File: config.mk
export PLATFORM = sky130hd
export DESIGN_NAME = sdt_ctrl
export DESIGN_NICKNAME = d
export VERILOG_FILES = /design/src/sdt_pkg.sv /design/src/sdt_ctrl.sv
export SDC_FILE = /design/constraint.sdc
export NUM_CORES = 1
export LEC_CHECK = 0
export ABC_AREA = 1
export BUFFER_PORTS_ARGS = -buffer_cell sky130_fd_sc_hd__buf_2
export CELL_PAD_IN_SITES_DETAIL_PLACEMENT = 1
export CELL_PAD_IN_SITES_GLOBAL_PLACEMENT = 1
export CORE_MARGIN = 3
export CORE_UTILIZATION = 25
export DETAILED_ROUTE_END_ITERATION = 7
export MAX_ROUTING_LAYER = met4
export PLACE_DENSITY = 0.85
export SKIP_LAST_GASP = 1
export SYNTH_ARGS = -nofsm -noshare
export SYNTH_HDL_FRONTEND = slang
export SYNTH_SLANG_ARGS = --single-unit
File: constraint.sdc
create_clock -name i_clk -period 2 [get_ports i_clk]
set_input_delay 0.1 -clock i_clk [delete_from_list [all_inputs] [get_ports i_clk]]
set_output_delay 0.1 -clock i_clk [all_outputs]
set_load 0.02 [all_outputs]
File: src/sdt_pkg.sv
// Package for the squared distance transform unit: defaults, types, control bundles.
`default_nettype none
package sdt_pkg;

    localparam int DEF_MAX_LINE    = 64;
    localparam int DEF_SAMPLE_BITS = 24;
    localparam int IN_W            = 24;
    localparam int DIST_W          = 25;
    localparam int IDX_W           = 6;
    localparam int DEN_W           = 8;

    typedef enum logic [3:0] {
        S_IDLE,
        S_RD,
        S_RV,
        S_MEET,
        S_CMP,
        S_STEP_END,
        S_ORD,
        S_OCHK,
        S_OSMP,
        S_OWAIT
    } t_state;

    // Commands from controller to datapath
    typedef struct packed {
        logic ld_in;
        logic rd_top;
        logic ld_v;
        logic ld_meet;
        logic pop;
        logic push;
        logic next_pos;
        logic out_init;
        logic out_rd;
        logic k_inc;
        logic out_ld;
        logic q_inc;
        logic line_clr;
    } t_cmd;

    // Status from datapath to controller
    typedef struct packed {
        logic pos_zero;
        logic pop_ok;
        logic adv;
        logic is_end;
        logic q_last;
        logic out_busy;
    } t_status;

endpackage
`default_nettype wire

File: src/sdt_ctrl.sv
// Controller state machine: envelope build per sample and the output sweep.
`default_nettype none
module sdt_ctrl (
    input  wire logic            i_clk,
    input  wire logic            i_rst_n,
    input  wire logic            i_valid,
    output logic                 o_ready,
    input  wire sdt_pkg::t_status i_status,
    output sdt_pkg::t_cmd        o_cmd
);
    import sdt_pkg::*;

    t_state r_state, n_state;

    // State register
    always_ff @(posedge i_clk) begin
        if (!i_rst_n) begin
            r_state <= S_IDLE;
        end else begin
            r_state <= n_state;
        end
    end

    // Next state and commands
    always_comb begin
        n_state = r_state;
        o_cmd   = '0;
        o_ready = 1'b0;
        case (r_state)
            S_IDLE: begin
                o_ready = 1'b1;
                if (i_valid) begin
                    o_cmd.ld_in = 1'b1;
                    n_state = i_status.pos_zero ? S_STEP_END : S_RD;
                end
            end
            S_RD: begin
                o_cmd.rd_top = 1'b1;
                n_state = S_RV;
            end
            S_RV: begin
                o_cmd.ld_v = 1'b1;
                n_state = S_MEET;
            end
            S_MEET: begin
                o_cmd.ld_meet = 1'b1;
                n_state = S_CMP;
            end
            S_CMP: begin
                if (i_status.pop_ok) begin
                    o_cmd.pop = 1'b1;
                    n_state = S_RD;
                end else begin
                    o_cmd.push = 1'b1;
                    n_state = S_STEP_END;
                end
            end
            S_STEP_END: begin
                if (i_status.is_end) begin
                    o_cmd.out_init = 1'b1;
                    n_state = S_ORD;
                end else begin
                    o_cmd.next_pos = 1'b1;
                    n_state = S_IDLE;
                end
            end
            S_ORD: begin
                o_cmd.out_rd = 1'b1;
                n_state = S_OCHK;
            end
            S_OCHK: begin
                if (i_status.adv) begin
                    o_cmd.k_inc = 1'b1;
                    n_state = S_ORD;
                end else begin
                    o_cmd.ld_v = 1'b1;
                    n_state = S_OSMP;
                end
            end
            S_OSMP: begin
                o_cmd.out_ld = 1'b1;
                n_state = S_OWAIT;
            end
            S_OWAIT: begin
                if (!i_status.out_busy) begin
                    if (i_status.q_last) begin
                        o_cmd.line_clr = 1'b1;
                        n_state = S_IDLE;
                    end else begin
                        o_cmd.q_inc = 1'b1;
                        n_state = S_ORD;
                    end
                end
            end
            default: n_state = S_IDLE;
        endcase
    end

endmodule
`default_nettype wire

; Yosys cells after proc, flatten, opt, wreduce, memory -nomap -nowiden
; Index checks and enable logic that the tools add are counted.
[classes]
n_eq_ne = 11
reduce_logical = 2
mux = 29
[ops]
columns = op, n
row1 = $pmux 4 s10, 1
row2 = $eq 4x3->1 const B, 4
row3 = $mux 1, 16
row4 = $mux 3, 4
row5 = $mux 4, 3
row6 = $eq 4x2->1 const B, 2
row7 = $eq 4x4->1 const B, 2
row8 = $mux 2, 4
row9 = $eq 4x1->1 const B, 1
row10 = $logic_not 4->1, 1
row11 = $ne 2x2->1 const B, 2
row12 = $pmux 1 s2, 1
row13 = $reduce_and 2->1, 1
[word_totals]
output_inout_bits = 14
wordCells = 43
regBits = 4

; Depth between registers and ports, before layout
; Gate-level depths: netlist of the first run.
[depth]
depth_word = 3
depth_mapped = 8
ltp_nobuf = 8

; Worst setup path before layout of the first run
; Ideal clock, no wire load.
[synth_timing]
path_type = reg-to-output
startpoint = register r_state[0]
endpoint = output port o_cmd[0] in the netlist's numbering
path_slack_ns = 0.700
arrival_time_ns = 1.200
n_path_buf = 0
path_stages_with_launch = 5
cell_sequence = dfxtp_1 > inv_1 > nor2_2 > nand2_1 > nor3b_1
[synth_lines]
columns = item, line
row1 = from (decl), sdt_ctrl.sv:13  ; t_state r_state, n_state;
row2 = from (signal assigned), sdt_ctrl.sv:20  ; r_state <= n_state;
row3 = to (decl), sdt_ctrl.sv:9  ; output sdt_pkg::t_cmd o_cmd

==> metrics.md, run 1 <==
| Metric | Value |
|---|---|
| Post-CTS setup buffers | `0` |
| Setup violations, final | `0` |
| Routed vias/inst | `4.41` |
| Warnings from Yosys | `0` |
| Maximum vdd drop | `0.366 mV` |
| Leakage | `just under 0.4 nW` |
| Port Buffers | `22` |
| FF+latch count, synth | `4` |
| Die height | `44.2 um` |
| Clock network power share | `a little under a quarter` |
| Slew @ Worst Pin | `around 0.34 ns` |
| Clk sinks | `4` |
| Cts hold-fix bufs | `0` |
| Floorplan Core Area | `approximately 1300 sq um` |
| Min cycle time layout | `1.51 ns` |
| Setup crit end | `o_cmd[0]` |
| Top Ports | `23` |
| FF-to-FF setup slack | `roughly 0.73 ns` |
| Worst hold-check path type | `in -> reg` |
| Worst Setup Start Kind | `register` |
| Max-slew violation count | `0` |
| Required time of the critical path | `1.90 ns` |
| Row count | `13` |
| Max-cap violations | `0` |
| DIE WIDTH | `44.2 um` |
| Residual DRC | `0` |
| Crit Path Class | `reg -> out` |
| Clk slew on worst S/H paths | `roughly 0.04 ns` |
| Final Hold Viols | `0` |
| Most frequent cells after synthesis | `19 x nand2_1, 16 x inv_1, 12 x nor2_1` |
| Yosys top cell area share | `21.9%` |
| Pin count of the biggest net entering global routing | `8` |
| Biggest registers after layout | `r_state: 4 flops` |
| Detailed Routing Iterations Pass 1 | `3` |
| Post-layout nets | `107` |
| Outcome | `finished clean` |
| Routed WL | `1120 um` |
| Total CTS buffers | `3` |
| H-tree Lvls | `1` |
| Post-CTS resize count | `0` |
| First-pass GRT wire length | `1760 um` |
| Top-count cell post-synth | `nand2_1` |
| Switching part of the total | `44.6%` |
| Distinct cells, synth | `13` |
| Number of inserted diodes | `0` |
| R2R cell count | `8` |
| Largest register FFs | `4` |
| Switching power | `0.180 mW` |
| Total negative slack | `0 ns` |
| Max clock buf depth | `2` |
| Area grow syn2layout | `41.4%` |
| Pre-CTS WS | `just over 0.7 ns` |
| Initial Utilization | `27.4%` |
| WL/cell | `10.1 um` |
| Top reg by flops | `r_state` |
| Main synth FF type | `dfxtp_1` |
| Crit-path max FO | `5` |
| Avg Synthesized Cell Area | `5.15 sq um` |
| Async S/R FF share, synth | `0%` |
| Mapped Cells | `between 70 and 80` |
| Worst R2R Start | `r_state[0]` |
| Setup crit end kind | `output pin` |
| Sequential share of power | `between 20% and 30%` |
| Via count | `between 400 and 500` |
| Layout cell share with drive strength beyond 1 | `31.3%` |
| Final worst setup slack | `0.492 ns` |
| DRT iter0 DRCs | `7` |
| Initial antenna violation count | `0` |
| P per Cell Area | `779 nW/um^2` |
| RSZ-0062 raised after global routing | `false` |
| Root Driver | `clkbuf_4` |
| Relative slew slack | `77.3%` |
| Design Power | `0.402 mW` |
| Worst-skew pair later-pin latency | `0.23 ns` |
| Grt ovf | `0` |
| FMAX | `663 MHz` |
| Post-synthesis sequential area ratio | `a little over a fifth` |
| EDFF count, synth | `0` |
| Syn Nets | `80` |
| Synth area leaders | `dfxtp_1 22%, nand2_1 20%, inv_1 16%` |
| GRT Total Usage | `around 13%` |
| Post-DP HPWL | `993 um` |
| Worst Path Arrival | `1.41 ns` |
| CTS tree | `built` |
| Combinational share of power | `49.7%` |
| Vias in the first global route | `450` |
| R2R Path End | `r_state[1]` |
| Final period utilization | `between 70% and 80%` |
| Final ANT Viol Nets | `0` |
| Die area | `1960 sq um` |
| Skew final | `approximately 0.0043 ns` |
| Mapped cell area | `365 sq um` |
| Largest area contributor in the netlist | `dfxtp_1` |
| CP startpoint | `r_state[0]` |
| Int Power | `0.223 mW` |
| RePlAce Congestion | `roughly 0.8` |
[per-stage QoR]
| stage | cell area (sq um) | util (%) | hold WS, ns | std cells |
|---|---|---|---|---|
| after global placement | 494 | 37.1 | 0.317 | 108 |
| after detailed placement | 494 | 37.1 | 0.325 | 108 |
| after floorplan | 365 | - | 0.198 | 71 |
| final | 517 | 38.7 | 0.0812 | 111 |
| after global routing | 517 | 38.7 | 0.0828 | 111 |
| after CTS | 517 | 38.7 | 0.0779 | 111 |
[worst max-delay path: stages, from the launching register on]
cell     delay (ns)
dfxtp_1        0.37
inv_1          0.11
nor2_2         0.20
nand2_1        0.12
nor3b_1        0.18
buf_2          0.19
[layout by cell type, fill, tap and decap left out, drive strengths merged]
cell    instances
nand3          10
nand3b          1
nor3            1
a21oi           1
dfxtp           4
nor3b           1
clkbuf          3
nand2          21
inv            17
buf            22
nor2           14
o21ai           1
[routing by layer]
metal / GRT usage (%) / vias to the layer above / routed length (um)
met5: - / - / 0
met4: 7.23 / 0 / 10
met3: 2.85 / 2 / 70
met2: 18.9 / 13 / 532
met1: 15.3 / 207 / 507
li1: - / 267 / -
[how the worst min path moves through the flow]
stage          depth (start not counted)    start          to
2_1_floorplan                          2  i_rst_n  r_state[3]
3_3_place_gp                           3  i_rst_n  r_state[3]
3_5_place_dp                           3  i_rst_n  r_state[3]
4_1_cts                                3  i_rst_n  r_state[3]
5_1_grt                                3  i_rst_n  r_state[3]
6_report                               3  i_rst_n  r_state[3]
[area by class of cell]
class	count	area (sq um)
Inverter	17	63.8
Sequential cell	4	80.1
Clock buffer	3	22.5
Tap cell	15	18.8
Fill cell	201	817
Timing Repair Buffer	22	110
Multi-Input combinational cell	50	221
[cell families (layout without fill, tap and decap cells)]
| kind of cell | after synthesis | in the layout | synth area share [%] |
|---|---|---|---|
| simple gates | 48 | 48 | 57.9 |
| buf+inv | 17 | 42 | 17.5 |
| flops | 4 | 4 | 21.9 |
| compound gates | 2 | 2 | 2.74 |
[power groups by stage]
stage	Combinational (mW)	Clock, mW	Sequential, mW
floorplan	0.143	0	0.104
global placement	0.198	0	0.106
detailed placement	0.202	0	0.107
CTS	0.203	0.101	0.106
global route	0.225	0.112	0.109
finish	0.200	0.0955	0.107
No activity file was read; power rests on OpenSTA's default activity.
==> inputs of run 2 (changes only) <==
--- a/config.mk
+++ b/config.mk
@@ -10,10 +10,10 @@
 export CELL_PAD_IN_SITES_DETAIL_PLACEMENT = 1
 export CELL_PAD_IN_SITES_GLOBAL_PLACEMENT = 1
 export CORE_MARGIN = 3
-export CORE_UTILIZATION = 25
+export CORE_UTILIZATION = 23
 export DETAILED_ROUTE_END_ITERATION = 7
 export MAX_ROUTING_LAYER = met4
-export PLACE_DENSITY = 0.85
+export PLACE_DENSITY = 0.79
 export SKIP_LAST_GASP = 1
 export SYNTH_ARGS = -nofsm -noshare
 export SYNTH_HDL_FRONTEND = slang
==> constraint.sdc (replaced) <==
create_clock -name i_clk -period 1.4 [get_ports i_clk]
set_input_delay 0.07 -clock i_clk [delete_from_list [all_inputs] [get_ports i_clk]]
set_output_delay 0.07 -clock i_clk [all_outputs]
set_load 0.02 [all_outputs]
==> run 2 against run 1 <==
Die area rose by 7.5%; setup slack got worse by 0.43 ns; total power up 56%; final area up 9.7%; largest cell class unchanged.
==> metrics.md, run 2 (synthesized netlist as in run 1, its figures left out) <==
| Metric | Value |
|---|---|
| Vias in the first global route | `495 (was 450)` |
| Residual DRC | `0 (unchanged)` |
| Clock network power share | `23.0% (was 23.7%)` |
| CP peak stage delay | `0.36 ns (was 0.37 ns)` |
| Commonest cells after routing, fill and taps aside | `19 x nand2_1, 19 x buf_2, 15 x inv_1 (was 22 x buf_2, 19 x nand2_1, 16 x inv_1)` |
| Final std cells w/o fill | `112 (was 111)` |
| RSZ-0062 raised after global routing | `true (was false)` |
| Row count | `13 (unchanged)` |
| First-pass GRT wire length | `2080 um (was 1760 um)` |
| Crit Path Class | `reg -> out (unchanged)` |
| Setup violations, final | `0 (unchanged)` |
| Worst hold slack | `0.0683 ns (was 0.0812 ns)` |
| Routed WL | `1330 um (was 1120 um)` |
| Min cycle time layout | `between 1 and 1.5 ns` |
| Maximum vdd drop | `0.419 mV (was 0.366 mV)` |
| Routed vias/inst | `4.57 (was 4.41)` |
| DRT iter0 DRCs | `1 (was 7)` |
| Int Power | `0.341 mW (was 0.223 mW)` |
| Worst Path Arrival | `1.27 ns (was 1.41 ns)` |
| Required time of the critical path | `1.33 ns (was 1.90 ns)` |
| Leakage | `0.401 nW (was 0.391 nW)` |
| Worst Setup Start Kind | `register (unchanged)` |
| Max clock buf depth | `2 (unchanged)` |
| RePlAce Congestion | `0.809 (was 0.802)` |
| Total CTS buffers | `3 (unchanged)` |
| Placed cell count | `108 (unchanged)` |
| H-tree Lvls | `1 (unchanged)` |
| Combinational share of power | `50.6% (was 49.7%)` |
| Final Hold Viols | `0 (unchanged)` |
| Slew @ Worst Pin | `0.250 ns (was 0.339 ns)` |
| Grt ovf | `0 (unchanged)` |
| Relative slew slack | `83.3% (was 77.3%)` |
| CTS tree | `built (unchanged)` |
| Total negative slack | `0 ns (unchanged)` |
| Max-slew violation count | `0 (unchanged)` |
| Final ANT Viol Nets | `0 (unchanged)` |
| Design Power | `0.628 mW (was 0.402 mW)` |
| Crit-path max FO | `4 (was 5)` |
| Setup crit end kind | `output pin (unchanged)` |
| Pin count of the biggest net entering global routing | `8 (unchanged)` |
| Worst path top cell family by delay | `buffers and inverters (was simple AND/OR/NAND/NOR gates)` |
| Top Ports | `23 (unchanged)` |
| CP Buf/Inv Count | `4 (was 2)` |
| GRT Total Usage | `14.4% (was 12.6%)` |
| Die area | `2100 sq um (was 1960 sq um)` |
| Largest register FFs | `4 (unchanged)` |
| Die height | `45.9 um (was 44.2 um)` |
| Port Buffers | `22 (unchanged)` |
| Max stage delay cell, worst path | `dfxtp_4 (was dfxtp_1)` |
| Final period utilization | `95.9%` |
| Switching power | `0.287 mW (was 0.180 mW)` |
| Switching part of the total | `45.8% (was 44.6%)` |
| Layout cell share with drive strength beyond 1 | `42.3% (was 31.3%)` |
| Post-DP HPWL | `1040 um (was 993 um)` |
| Outcome | `finished clean (unchanged)` |
| Number of inserted diodes | `0 (unchanged)` |
| CP most frequent cell | `buf_4` |
| Worst-skew pair later-pin latency | `0.24 ns (was 0.23 ns)` |
| Max-cap violations | `0 (unchanged)` |
| Area grow syn2layout | `55.1% (was 41.4%)` |
| Cts hold-fix bufs | `0 (unchanged)` |
| Biggest registers after layout | `r_state: 4 flops (unchanged)` |
| P per Cell Area | `1110 nW/um^2 (was 779 nW/um^2)` |
| Cell Chain, Critical Path | `inv_2 -> nor2_4 -> buf_4 -> nand3_1 -> inv_1 -> buf_4 (was inv_1 -> nor2_2 -> nand2_1 -> nor3b_1 -> buf_2)` |
| Post-layout nets | `108 (was 107)` |
| Initial antenna violation count | `0 (unchanged)` |
| Clk slew on worst S/H paths | `0.04 ns (about the same)` |
| Detailed Routing Iterations Pass 1 | `4 (was 3)` |
| Sequential share of power | `26.5% (about the same)` |
| Top reg by flops | `r_state (unchanged)` |
| Finished Core Util | `40.5% (was 38.7%)` |
| DIE WIDTH | `45.9 um (was 44.2 um)` |
| Skew final | `0.00547 ns (was 0.00427 ns)` |
| WL/cell | `11.8 um (was 10.1 um)` |
| Root Driver | `clkbuf_4 (unchanged)` |
| Worst hold-check path type | `in -> reg (unchanged)` |
| Via count | `512 (was 489)` |
| Clk sinks | `4 (unchanged)` |
| Fillers | `207 (was 201)` |
| FMAX | `about 740 MHz` |
| Floorplan Core Area | `1400 sq um (was 1330 sq um)` |
| Initial Utilization | `26.1% (was 27.4%)` |
run 2: repair_timing:
item | in CTS | in global routing
endpoints found under the setup margin | 4 | 16
pin swaps | 0 | 1
resized for setup | 2 | 14
gates cloned | 0 | 0
buffers inserted | 0 | 1
run 2: tightest hold or removal path: stages:
cell and delay [ns]:
buf_2 0.10, nand2_1 0.05, inv_1 0.04
run 2: power by group through the flow:
stage / Sequential, mW / Combinational, mW / Clock, mW
4_1_cts: 0.156 / 0.304 / 0.152
3_5_place_dp: 0.153 / 0.294 / 0
3_3_place_gp: 0.153 / 0.287 / 0
6_report: 0.166 / 0.317 / 0.144
5_1_grt: 0.170 / 0.351 / 0.168
2_1_floorplan: 0.149 / 0.205 / 0
run 2: metrics by stage:
stage	instance area [sq um]	setup WS [ns]
2_1_floorplan	365	0.130
3_3_place_gp	494	0.193
3_5_place_dp	494	0.160
4_1_cts	523	-0.0205
5_1_grt	567	-0.0359
6_report	567	0.0576
run 2: cell type report:
class,instances,area [sq um],share of cell area (%)
inverter,17,63.8,11.3
sequential,4,87.6,15.5
multi-input combinational,50,249,43.9
clock buffer,3,22.5,3.97
timing repair buffer,23,125,22.1
tap,15,18.8,3.31
run 2: path summary, 6_finish.rpt:
kind                                    to  cells past startpoint  slack [ns]        from
worst max register to register  r_state[1]                      9        0.19  r_state[0]
worst min-delay path            r_state[3]                      3        0.07     i_rst_n
worst min register to register  r_state[0]                      2        0.57  r_state[0]
worst max-delay path              o_cmd[5]                      6        0.06  r_state[0]
run 2: routing by layer:
metal	GRT usage, %	part of all wire [%]
met1	16.7	42
met2	22.8	50
met3	2.77	6.9
met4	8.52	0.90
met5	-	0
==> inputs of run 3 (changes only) <==
--- a/config.mk
+++ b/config.mk
@@ -13,7 +13,7 @@
 export CORE_UTILIZATION = 23
 export DETAILED_ROUTE_END_ITERATION = 7
 export MAX_ROUTING_LAYER = met4
-export PLACE_DENSITY = 0.79
+export PLACE_DENSITY_LB_ADDON = 0.1
 export SKIP_LAST_GASP = 1
 export SYNTH_ARGS = -nofsm -noshare
 export SYNTH_HDL_FRONTEND = slang
==> run 3 against run 2 <==
Sequential share of layout area rose by 0.077 points; setup slack got worse by 0.028 ns; global-route usage fell by 1.6 points; non-clock buffer count fell by 1; count of clock-buffer cells in the layout did not move; fmax fell by 2.0%; utilization fell by 2.5 points.
==> metrics.md, run 3 (synthesized netlist as in run 1, its figures left out) <==
| Metric | Value |
|---|---|
| First-pass GRT wire length | `1920 um (was 2080 um)` |
| Worst hold-check path type | `in -> reg (unchanged)` |
| Worst Setup Start Kind | `register (unchanged)` |
| Worst hold slack | `0.0554 ns (was 0.0683 ns)` |
| Total CTS buffers | `3 (unchanged)` |
| Relative slew slack | `80.2% (was 83.3%)` |
| Detailed Routing Iterations Pass 1 | `2 (was 4)` |
| Initial antenna violation count | `0 (unchanged)` |
| Final Hold Viols | `0 (unchanged)` |
| Vias in the first global route | `464 (was 495)` |
| Clk sinks | `4 (unchanged)` |
| Switching power | `0.273 mW (was 0.287 mW)` |
| Final worst setup slack | `0.0298 ns (was 0.0576 ns)` |
| Routed WL | `1140 um (was 1330 um)` |
| FMAX | `730 MHz (was 745 MHz)` |
| Layout cell share with drive strength beyond 1 | `37.5% (was 42.3%)` |
| H-tree Lvls | `1 (unchanged)` |
| Combinational share of power | `48.7% (was 50.6%)` |
| Root Driver | `clkbuf_4 (unchanged)` |
| Die height | `45.9 um (unchanged)` |
| Crit Path Class | `reg -> out (unchanged)` |
| Commonest cells after routing, fill and taps aside | `22 x buf_2, 19 x nand2_1, 15 x inv_1 (was 19 x nand2_1, 19 x buf_2, 15 x inv_1)` |
| Clock network power share | `24.3% (was 23.0%)` |
| Die area | `2100 sq um (unchanged)` |
| Design Power | `0.598 mW (was 0.628 mW)` |
| CTS tree | `built (unchanged)` |
| GRT Total Usage | `12.9% (was 14.4%)` |
| Final ANT Viol Nets | `0 (unchanged)` |
| Worst-skew pair later-pin latency | `0.24 ns (about the same)` |
| Slew @ Worst Pin | `0.297 ns (was 0.250 ns)` |
| Crit-path max FO | `7 (was 4)` |
| DRT iter0 DRCs | `4 (was 1)` |
| DIE WIDTH | `45.9 um (unchanged)` |
| Sequential share of power | `27.1% (was 26.5%)` |
| Port Buffers | `22 (unchanged)` |
| Min cycle time layout | `1.37 ns (was 1.34 ns)` |
| Post-CTS setup buffers | `0 (unchanged)` |
| Max-cap violations | `0 (unchanged)` |
| Maximum vdd drop | `0.536 mV (was 0.419 mV)` |
| Fillers | `212 (was 207)` |
| Top Ports | `23 (unchanged)` |
| Clk slew on worst S/H paths | `0.04 ns (about the same)` |
| RSZ-0062 raised after global routing | `true (unchanged)` |
| Number of inserted diodes | `0 (unchanged)` |
| Required time of the critical path | `1.33 ns (about the same)` |
| Area grow syn2layout | `45.5% (was 55.1%)` |
| Floorplan Core Area | `1400 sq um (unchanged)` |
| Via count | `479 (was 512)` |
| Pin count of the biggest net entering global routing | `8 (unchanged)` |
| Commonest non-fill, non-tap cell in the layout | `buf_2` |
| Max clock buf depth | `2 (unchanged)` |
| Grt ovf | `0 (unchanged)` |
| Pre-CTS WS | `0.172 ns (was 0.160 ns)` |
| Largest register FFs | `4 (unchanged)` |
| Int Power | `0.325 mW (was 0.341 mW)` |
| WL/cell | `10.3 um (was 11.8 um)` |
| P per Cell Area | `1130 nW/um^2 (was 1110 nW/um^2)` |
| Switching part of the total | `45.6% (was 45.8%)` |
| Post-layout nets | `107 (was 108)` |
| RePlAce Congestion | `0.751 (was 0.809)` |
| Row count | `13 (unchanged)` |
| Setup violations, final | `0 (unchanged)` |
| Max-slew violation count | `0 (unchanged)` |
| Setup crit end kind | `output pin (unchanged)` |
| Initial Utilization | `26.1% (unchanged)` |
| Outcome | `finished clean (unchanged)` |
| Routed vias/inst | `4.32 (was 4.57)` |
| Worst Path Arrival | `1.30 ns (was 1.27 ns)` |
| Leakage | `0.393 nW (was 0.401 nW)` |
| Post-DP HPWL | `956 um (was 1040 um)` |
| Final period utilization | `97.9% (was 95.9%)` |
| Top reg by flops | `r_state (unchanged)` |
| Biggest registers after layout | `r_state: 4 flops (unchanged)` |
| Skew final | `0.00242 ns (was 0.00547 ns)` |
| Residual DRC | `0 (unchanged)` |
[run 3: changes by cell type in the layout (fill, tap and decap cells not counted), sizes merged]
cell	before	now
buf	23	22
[run 3: power groups by stage]
stage / Clock, mW / Combinational, mW / Sequential, mW
2_1_floorplan: 0 / 0.205 / 0.149
5_1_grt: 0.162 / 0.332 / 0.165
3_3_place_gp: 0 / 0.289 / 0.155
6_report: 0.145 / 0.291 / 0.162
3_5_place_dp: 0 / 0.288 / 0.154
4_1_cts: 0.149 / 0.294 / 0.155
[run 3: stage by stage]
step	utilization (%)	cells	area (sq um)	setup TNS [ns]
after floorplan	-	71	365	0
after global placement	35.3	108	494	0
after detailed placement	35.3	108	494	0
after CTS	37.3	111	522	-0.0613
after global routing	38.0	111	532	-0.370
final	38.0	111	532	0
[run 3: layer usage]
metal  share of wire (%)  GRT usage [%]
met1                  49           16.7
met2                  44           18.7
met3                 6.8           4.74
met4                   0           3.41
met5                   0              -
[run 3: what timing repair did]
item,4_1_cts,5_1_grt
hold buffers,0,0
pin swaps,0,0
endpoints found under the setup margin,3,15
resized for setup,2,5
[run 3: worst paths after layout]
check,depth (start not counted),endpoint,slack (ns),start
hold reg to reg,2,r_state[0],0.56,r_state[0]
setup / recovery,5,o_cmd[10],0.03,r_state[2]
setup reg to reg,8,r_state[2],0.20,r_state[2]
hold / removal,3,r_state[3],0.06,i_rst_n
[run 3: worst max-delay path, stage by stage, from the launching register on]
cell      delay, ns
dfxtp_1        0.38
inv_1          0.07
nor2_2         0.22
nand3b_1       0.15
nand2_1        0.08
buf_2          0.16
[run 3: layout make-up]
| class | instances | area (sq um) | area share (%) |
|---|---|---|---|
| multi-input cells | 50 | 234 | 44.0 |
| clock buffers | 3 | 22.5 | 4.24 |
| flip-flops and latches | 4 | 82.6 | 15.5 |
| inverters | 17 | 63.8 | 12.0 |
| well taps | 15 | 18.8 | 3.53 |
| repair buffers | 22 | 110 | 20.7 |
